--- config.mk ---
export PLATFORM = sky130hd
export DESIGN_NAME = mss_ram
export DESIGN_NICKNAME = d
export VERILOG_FILES = /design/src/design/mass_spring_step_macros.svh /design/src/design/mss_ram.sv
export SDC_FILE = /design/constraint.sdc
export NUM_CORES = 1
export LEC_CHECK = 0
export ABC_CLOCK_PERIOD_IN_PS = 3000
export CAP_MARGIN = 15
export CORE_MARGIN = 2
export CORE_UTILIZATION = 65
export DETAILED_ROUTE_END_ITERATION = 16
export DONT_BUFFER_PORTS = 1
export GPL_ROUTABILITY_DRIVEN = 0
export PLACE_DENSITY = 0.78
export SYNTH_ARGS = -nofsm -noshare
export SYNTH_HDL_FRONTEND = slang
export SYNTH_SLANG_ARGS = --single-unit
--- constraint.sdc ---
create_clock -name clk -period 3 [get_ports clk]
set_input_delay 0.3 -clock clk [delete_from_list [all_inputs] [get_ports clk]]
set_output_delay 0.3 -clock clk [all_outputs]
set_load 0.05 [all_outputs]
--- src/design/mass_spring_step_macros.svh ---
// Assertion macros for the block's RTL.
// Each macro expects clk and rst_n in scope.
`ifndef MASS_SPRING_STEP_MACROS_SVH
`define MASS_SPRING_STEP_MACROS_SVH

`ifndef NO_ASSERTIONS
// Same-cycle implication.
`define MSS_ASSERT_IMPL(lbl, ante, cons) \
  lbl: assert property (@(posedge clk) disable iff (!rst_n) (ante) |-> (cons)) \
    else $error("mass_spring_step: implication check failed");
// Next-cycle implication.
`define MSS_ASSERT_NEXT(lbl, ante, cons) \
  lbl: assert property (@(posedge clk) disable iff (!rst_n) (ante) |=> (cons)) \
    else $error("mass_spring_step: next-cycle check failed");
`else
`define MSS_ASSERT_IMPL(lbl, ante, cons)
`define MSS_ASSERT_NEXT(lbl, ante, cons)
`endif

`endif

--- src/design/mss_ram.sv ---
module mss_ram #(
  parameter int WIDTH = 8,
  parameter int DEPTH = 8
) (
  input  logic                     clk,
  input  logic                     we,
  input  logic [$clog2(DEPTH)-1:0] waddr,
  input  logic [WIDTH-1:0]         wdata,
  input  logic [$clog2(DEPTH)-1:0] raddr,
  output logic [WIDTH-1:0]         rdata
);

  logic [WIDTH-1:0] mem [DEPTH];
  logic [WIDTH-1:0] rdata_r;

  always_ff @(posedge clk) begin
    if (we) begin
      mem[waddr] <= wdata;
    end
    rdata_r <= mem[raddr];
  end

  assign rdata = rdata_r;

endmodule

==> impl_metrics.tcl, run 1 <==
set metrics [dict create \
    n_fill_cell 227 \
    reg2reg_to "rdata[4]" \
    numCtsBuffers 9 \
    route.detailed.drc 0 \
    power_frac_comb_pct 3.0 \
    clkPwrFrac_pct 33.4 \
    yosysWarnings 0 \
    slew_viol_final 0 \
    seq_power_share_pct 63.5 \
    cts_buffer_depth 2 \
    dpl.hpwl_mm 2.42 \
    drt_iter0_markers 50 \
    synth.most_common_cell "edfxtp_1" \
    synth.area.top_cells "edfxtp_1, mux4_1, dfxtp_1" \
    grt_max_degree 17 \
    critPathLaunch "waddr[2]" \
    synth_area_leader_cell "edfxtp_1" \
    syn_to_final_growth_pct 7.02 \
    grt_pass1_wl_mm 5.87 \
    cts-root-buf "clkbuf_8" \
    ff_latch_area_um2 2080 \
    hold_end "mem[4][0]" \
    status "finished clean" \
    worstRegToRegCells 2 \
    synthFlopType "edfxtp_1" \
    synth_common_cells "edfxtp_1, mux4_1, dfxtp_1, mux2_2, nor2_1" \
    crit_slowest_cell "nor3_1" \
    synthArstFlopShare_pct 0 \
    internal_power_w 0.00149 \
    viasPerCell 6.20 \
    rows 23 \
    switchingPower_w 0.000378 \
    synth_cells 114 \
    synth_seq_area_share_pct 77.4 \
    period_share_pct 44.3 \
    synth-edff-count 64 \
    skew_ps 4.98 \
    maxSlewHeadroom_pct 30.7 \
    synthDominantCellAreaShare_pct 71.4 \
    ir_worst_vdd_mv 0.529 \
    cp_num_buf_inv 0 \
    clock_latency_ps 330 \
    max_stage_delay_ps 800 \
    crit_required_ps 2950 \
    io_pins 24 \
    min_path_type "in -> reg" \
    synth_area_per_cell_um2 23.6 \
    grt_pass1_vias 1160 \
    cp.arrival_ps 1280 \
    vias 1091 \
    fin_util_pct 72.0 \
    wl_per_cell_um 21.6 \
    nets 137 \
    synth_fp_nets 130 \
    die_w_um 68.3 \
    die-height_um 68.3 \
    wirelength_mm 3.80 \
    swShare_pct 20.3 \
    startpoint_type "input pin" \
    min_period_ps 1330 \
    h-tree-depth 3 \
    cts-hold-fix-buffers 0 \
    cts_tree "yes" \
    diodes 0 \
    p_leak_nw 0.953 \
    setup_viol 0 \
    io_buffer_count 0 \
    clkTransAtPathRegs_ps 70 \
    cp-end-kind "register" \
    rsz0062_at_grt "false" \
    first_pass_iters 4 \
    antenna_left 0 \
    power_w 0.00186 \
    antenna_found_initial 0 \
    cp_cell_sequence "nand2b_1, nor3_1" \
    power_density_nw_per_um2 647 \
    fmax_ghz 0.753 \
    clock_sinks 72 \
    hold_start "wdata[0]" \
    tightest_slew_ps 1030 \
    grt_overflow 0 \
    crit_family "simple AND/OR/NAND/NOR gates" \
    crit_fanout 8 \
    coreArea_um2 4000 \
    ys_ff_latch 72 \
    cts_resized 0 \
    start_util_pct 67.3 \
    r2r-start "mem[1][4]" \
    finalWorstSetupSlack_ps 1670 \
    criticalPathCategory "in -> reg" \
    drive_above_1_share_pct 17.5 \
    reg2reg_slack_ps 1710 \
    cts_setup_buffers 0 \
    finalSetupTns_ps 0 \
    place_ws_ps 1200 \
    dieArea_um2 4670 \
    synth_cell_type_count 14 \
    maxCapViolCount 0 \
    hold_depth 0 \
    synth_area_um2 2690 \
    final_hold_viol_count 0 \
    grtUsageTotal_pct 19.8 \
    multi_input_area_um2 566 \
]
## metrics by stage
stage,cell area [um2],hold WS [ps],instances
floorplan,2690,399,114
global placement,2710,399,159
detailed placement,2710,399,159
CTS,2880,47.4,175
global route,2880,35.9,176
finish,2880,64.1,176
## cells by family (layout without fill, tap and decap cells)
logic type	Yosys count	in the layout	share of synthesized area (%)
buffers and inverters	5	17	1.63
muxes	24	24	18.8
DFF	72	72	77.4
and+or+nand+nor	13	13	2.19
## flip-flops by register name (all words and copies together) (netlist names)
| name | flops |
|---|---|
| mem | 64 |
| rdata | 8 |
## cell type report
type / instances / area share (%)
clock inverter: 4 / 0.695
timing repair buffer: 1 / 0.174
tap: 50 / 2.17
multi-input combinational: 37 / 19.6
sequential: 72 / 72.3
clock buffer: 12 / 5.04
## worst max path at each step
stage / cells past startpoint / endpoint / slack [ps]
after global placement: 2 / mem[0][1] / 1340
final: 2 / mem[0][6] / 1670
after detailed placement: 2 / mem[4][1] / 1200
after floorplan: 2 / mem[0][0] / 1540
after CTS: 2 / mem[4][5] / 1550
after global routing: 2 / mem[0][6] / 1520
## power groups by stage
stage               combinational (W)  sequential, W  clock [W]
floorplan                   0.0000606        0.00120          0
global placement            0.0000549        0.00120          0
detailed placement          0.0000567        0.00121          0
CTS                         0.0000572        0.00119   0.000637
global route                0.0000609        0.00119   0.000683
finish                      0.0000566        0.00118   0.000623
## cells in the final DEF, fill, tap and decap left out
cell	netlist	final
clkbuf_1	1	2
nand2b_1	3	3
buf_2	1	1
dfxtp_1	8	8
mux4_1	15	15
nor3_1	2	2
edfxtp_1	64	64
mux4_2	1	1
mux2_2	8	8
clkbuf_8	0	10
nand2_1	2	2
clkinv_1	0	2
clkinv_2	0	1
clkinvlp_4	0	1
nor2_1	6	6
## metal layers
| metal | vias to the layer above | part of all wire, % | track usage, % |
|---|---|---|---|
| li1 | 496 | - | - |
| met4 | 0 | 1.7 | 9.00 |
| met3 | 6 | 5.9 | 8.72 |
| met1 | 557 | 40 | 24.4 |
| met2 | 32 | 53 | 30.6 |
| met5 | - | 0 | 0 |
(Power assumes the default switching activity.)
==> run 2, diff against run 1 <==
--- a/config.mk
+++ b/config.mk
@@ -5,14 +5,14 @@
 export SDC_FILE = /design/constraint.sdc
 export NUM_CORES = 1
 export LEC_CHECK = 0
-export ABC_CLOCK_PERIOD_IN_PS = 3000
+export ABC_CLOCK_PERIOD_IN_PS = 1400
 export CAP_MARGIN = 15
 export CORE_MARGIN = 2
-export CORE_UTILIZATION = 65
+export CORE_UTILIZATION = 61
 export DETAILED_ROUTE_END_ITERATION = 16
 export DONT_BUFFER_PORTS = 1
 export GPL_ROUTABILITY_DRIVEN = 0
-export PLACE_DENSITY = 0.78
+export PLACE_DENSITY = 0.74
 export SYNTH_ARGS = -nofsm -noshare
 export SYNTH_HDL_FRONTEND = slang
 export SYNTH_SLANG_ARGS = --single-unit
==> constraint.sdc (replaced) <==
create_clock -name clk -period 1.4 [get_ports clk]
set_input_delay 0.14 -clock clk [delete_from_list [all_inputs] [get_ports clk]]
set_output_delay 0.14 -clock clk [all_outputs]
set_load 0.05 [all_outputs]
==> run 2 against run 1 <==
Against the previous run:
- utilization down 0.21 points
- register-to-register slack lost 1600 ps
- first-iteration DRC count increased by 44%
- largest power group unchanged
- combinational power rose to 3.1 times the previous value
- flip-flop and latch count unchanged
- highest routed layer unchanged
- wire length is 7.8% higher
- sequential power rose by 120%
- critical path depth did not move
- setup slack worse by 1600 ps
- clock power grew to 2.8 times the previous value
- via count up 6.6%
==> impl_metrics.tcl, run 2 (same netlist as run 1, synthesis figures left out) <==
set metrics [dict create \
    min_path_type "in -> reg" \
    power_w 0.00447 \
    grt_pass1_wl_mm 6.39 \
    slew_viol_final 0 \
    status "finished clean" \
    die_w_um 70.4 \
    skew_ps 10.9 \
    drive_above_1_share_pct 23.2 \
    tightest_slew_ps 516 \
    maxSlewHeadroom_pct 65.5 \
    crit_fanout 1 \
    finalSetupTns_ps 0 \
    route.detailed.drc 0 \
    drt_iter0_markers 72 \
    power_frac_comb_pct 3.9 \
    grt_max_degree 17 \
    p_leak_nw 1.06 \
    final_hold_viol_count 0 \
    io_pins 24 \
    startpoint_type "register" \
    cp.arrival_ps 1520 \
    dieArea_um2 4960 \
    coreArea_um2 4290 \
    syn_to_final_growth_pct 14.6 \
    seq_power_share_pct 56.7 \
    rsz0062_at_grt "false" \
    clkTransAtPathRegs_ps 80 \
    cts-root-buf "clkbuf_8" \
    most-common-layout-cells "edfxtp_1, mux4_1, clkbuf_8, dlygate4sd3_1" \
    cp-end-kind "register" \
    antenna_left 0 \
    hold_start "raddr[2]" \
    cts_resized 0 \
    reg2reg_slack_ps 100 \
    period_share_pct 93.0 \
    swShare_pct 20.2 \
    maxCapViolCount 0 \
    power_density_nw_per_um2 1450 \
    min_period_ps 1300 \
    cts_buffer_depth 2 \
    antenna_found_initial 0 \
    reg2reg_to "rdata[7]" \
    nets 153 \
    rows 24 \
    hold_end "rdata[4]" \
    clock_sinks 72 \
    io_buffer_count 0 \
    viasPerCell 5.99 \
    criticalPathCategory "reg -> reg" \
    grt_overflow 0 \
    die-height_um 70.4 \
    clock_latency_ps 340 \
    largest_reg_flops 64 \
    vias 1163 \
    switchingPower_w 0.000903 \
    fmax_ghz 0.768 \
    hold_depth 2 \
    ir_worst_vdd_mv 0.808 \
    final_common_cell "edfxtp_1" \
    setup_viol 0 \
    clkPwrFrac_pct 39.4 \
    worstRegToRegCells 2 \
    internal_power_w 0.00357 \
    cts_tree "yes" \
    top_register "mem" \
    first_pass_iters 4 \
    fin_util_pct 71.8 \
    h-tree-depth 3 \
    r2r-start "mem[3][7]" \
    dpl.hpwl_mm 2.43 \
    start_util_pct 62.7 \
    wl_per_cell_um 21.1 \
    grtUsageTotal_pct 19.3 \
    wirelength_mm 4.10 \
    diodes 0 \
    grt_pass1_vias 1188 \
    crit_required_ps 1620 \
    numCtsBuffers 9 \
]
==> run 2: final cells by class <==
cell class | count | area, um2
tap | 52 | 65.1
timing repair buffer | 17 | 150
fill | 278 | 1210
clock inverter | 6 | 82.6
sequential | 72 | 2080
clock buffer | 10 | 138
multi-input combinational | 37 | 566
==> run 2: worst max-delay path by stage <==
stage,slack [ps],start,end,cells after the start
final,100,mem[3][7],rdata[7],2
after floorplan,100,waddr[2],mem[0][0],2
after CTS,90,mem[3][7],rdata[7],2
after global routing,60,mem[3][5],rdata[5],2
after global placement,180,mem[3][5],rdata[5],2
after detailed placement,110,mem[3][7],rdata[7],2
==> run 2: power groups by stage <==
| stage | combinational (W) | sequential (W) | clock (W) |
|---|---|---|---|
| CTS | 0.000178 | 0.00254 | 0.00180 |
| floorplan | 0.000130 | 0.00258 | 0 |
| global route | 0.000190 | 0.00254 | 0.00189 |
| global placement | 0.000127 | 0.00258 | 0 |
| detailed placement | 0.000134 | 0.00259 | 0 |
| finish | 0.000175 | 0.00254 | 0.00176 |
==> run 2: per-stage QoR <==
step / hold slack (ps) / std cells / area [um2] / worst slack, ps
5_1_grt: 67.0 / 194 / 3080 / 55.1
6_report: 83.4 / 194 / 3080 / 97.4
2_1_floorplan: 239 / 114 / 2690 / 99.5
4_1_cts: 66.6 / 194 / 3080 / 92.3
3_3_place_gp: 239 / 169 / 2770 / 178
3_5_place_dp: 239 / 169 / 2770 / 113
==> run 2: routing by layer <==
layer	up-vias	share of wire (%)	GRT usage, %
li1	525	-	-
met3	7	7.5	6.93
met2	41	51	30.2
met1	590	40	24.2
met4	0	1.5	8.97
met5	-	0	0
==> run 2: timing repair <==
item	4_1_cts	5_1_grt
endpoints found under the setup margin	0	0
hold buffers	9	0
setup buffers	0	0
endpoints found under the hold margin	72	0
==> run 2: critical path, stage by stage, from the launching register on <==
cell      delay (ps)
edfxtp_1         370
mux4_1           530
mux2_2           280
==> run 3, diff against run 2 <==
--- a/config.mk
+++ b/config.mk
@@ -7,8 +7,10 @@
 export LEC_CHECK = 0
 export ABC_CLOCK_PERIOD_IN_PS = 1400
 export CAP_MARGIN = 15
+export CELL_PAD_IN_SITES_DETAIL_PLACEMENT = 2
+export CELL_PAD_IN_SITES_GLOBAL_PLACEMENT = 2
 export CORE_MARGIN = 2
-export CORE_UTILIZATION = 61
+export CORE_UTILIZATION = 49
 export DETAILED_ROUTE_END_ITERATION = 16
 export DONT_BUFFER_PORTS = 1
 export GPL_ROUTABILITY_DRIVEN = 0
==> run 3 against run 2 <==
Against the previous run:
- via count fell by 1.0%
- flip-flop and latch count did not move
- register-to-register slack got worse by 20 ps
- largest cell class unchanged
==> impl_metrics.tcl, run 3 (same netlist as run 1, synthesis figures left out) <==
set metrics [dict create \
    n_fill_cell 423 \
    top_register "mem" \
    wirelength_mm 5.15 \
    syn_to_final_growth_pct 13.0 \
    p_leak_nw 1.03 \
    cp_num_buf_inv 0 \
    cts-hold-fix-buffers 9 \
    antenna_left 0 \
    antenna_found_initial 0 \
    hold_end "rdata[4]" \
    reg2reg_slack_ps 80 \
    numCtsBuffers 9 \
    cts-root-buf "clkbuf_8" \
    final_hold_viol_count 0 \
    viasPerCell 5.48 \
    grt_pass1_wl_mm 7.98 \
    cts_resized 0 \
    nets 153 \
    final_common_cell "edfxtp_1" \
    r2r-start "mem[1][1]" \
    setup_viol 0 \
    rows 26 \
    hold_start "raddr[2]" \
    crit_slowest_cell "mux4_1" \
    drive_above_1_share_pct 20.7 \
    io_pins 24 \
    min_period_ps 1320 \
    crit_fanout 1 \
    dpl.hpwl_mm 3.28 \
    criticalPathCategory "reg -> reg" \
    maxCapViolCount 0 \
    cts_tree "yes" \
    vias 1151 \
    reg2reg_to "rdata[1]" \
    period_share_pct 94.5 \
    diodes 0 \
    fmax_ghz 0.756 \
    start_util_pct 51.7 \
    slew_viol_final 0 \
    largest_reg_flops 64 \
    clock_latency_ps 320 \
    ir_worst_vdd_mv 0.705 \
    grt_overflow 0 \
    status "finished clean" \
    wl_per_cell_um 24.5 \
    power_density_nw_per_um2 1330 \
    place_area_um2 2800 \
    max_stage_delay_ps 540 \
    io_buffer_count 0 \
    design_area_um2 3040 \
    hold_depth 2 \
    skew_ps 5.06 \
    tightest_slew_ps 511 \
    min_path_type "in -> reg" \
    coreArea_um2 5200 \
    cp.arrival_ps 1530 \
    most-common-layout-cells "edfxtp_1, mux4_1, clkbuf_8, dlygate4sd3_1" \
    crit_family "multiplexers" \
    die-height_um 78.1 \
    route.detailed.drc 0 \
    cp-end-kind "register" \
    worstRegToRegCells 2 \
    first_pass_iters 4 \
    dieArea_um2 6100 \
    grt_pass1_vias 1365 \
    startpoint_type "register" \
    drt_iter0_markers 85 \
    clock_sinks 72 \
    cp_cell_sequence "mux4_1, mux2_2" \
    die_w_um 78.1 \
    maxSlewHeadroom_pct 65.9 \
    rsz0062_at_grt "false" \
    clkTransAtPathRegs_ps 70 \
    crit_required_ps 1610 \
    h-tree-depth 3 \
    grt_max_degree 17 \
    whs_ps 101 \
    cts_buffer_depth 2 \
    power_w 0.00404 \
    grtUsageTotal_pct 19.3 \
    cts_setup_buffers 0 \
    finalSetupTns_ps 0 \
]
run 3: cell count changes in the layout (fill, tap and decap cells not counted):
cell and delta:
clkinv_2 -1, bufinv_16 -2, clkinvlp_4 -1, clkbuf_1 +2
run 3: metrics by stage:
step / setup slack [ps] / util, % / cells
global route: 57.8 / 58.4 / 210
finish: 77.2 / 58.4 / 210
global placement: 154 / 53.7 / 187
detailed placement: 81.5 / 53.7 / 187
floorplan: 99.5 / - / 114
CTS: 70.4 / 58.4 / 210
run 3: worst max-delay path by stage:
stage,endpoint,cells after the start,start
global route,rdata[1],2,mem[1][1]
detailed placement,rdata[1],2,mem[1][1]
CTS,rdata[1],2,mem[1][1]
global placement,rdata[3],2,mem[1][3]
floorplan,mem[0][0],2,waddr[2]
finish,rdata[1],2,mem[1][1]
run 3: metal layers:
layer	GRT usage, %	part of all wire, %	wire length, um	vias to the layer above
met5	0	0	0	-
met4	8.95	1.4	72	0
met3	4.14	2.7	140	8
met2	32.9	52	2670	24
met1	23.5	44	2260	596
li1	-	-	-	523
run 3: area by class of cell:
type / instances / area, um2 / area share [%]
multi-input cells: 37 / 566 / 18.6
repair buffers: 17 / 150 / 4.94
well taps: 70 / 87.6 / 2.88
clock buffers: 12 / 145 / 4.77
flip-flops and latches: 72 / 2080 / 68.5
clock inverters: 2 / 10.0 / 0.329
run 3: report_power, final:
group          internal [W]  leakage, nW  switching (W)  total, W
Sequential          0.00243        0.649       0.000115   0.00254
Combinational      0.000103        0.298      0.0000821  0.000185
Clock              0.000667       0.0821       0.000648   0.00131
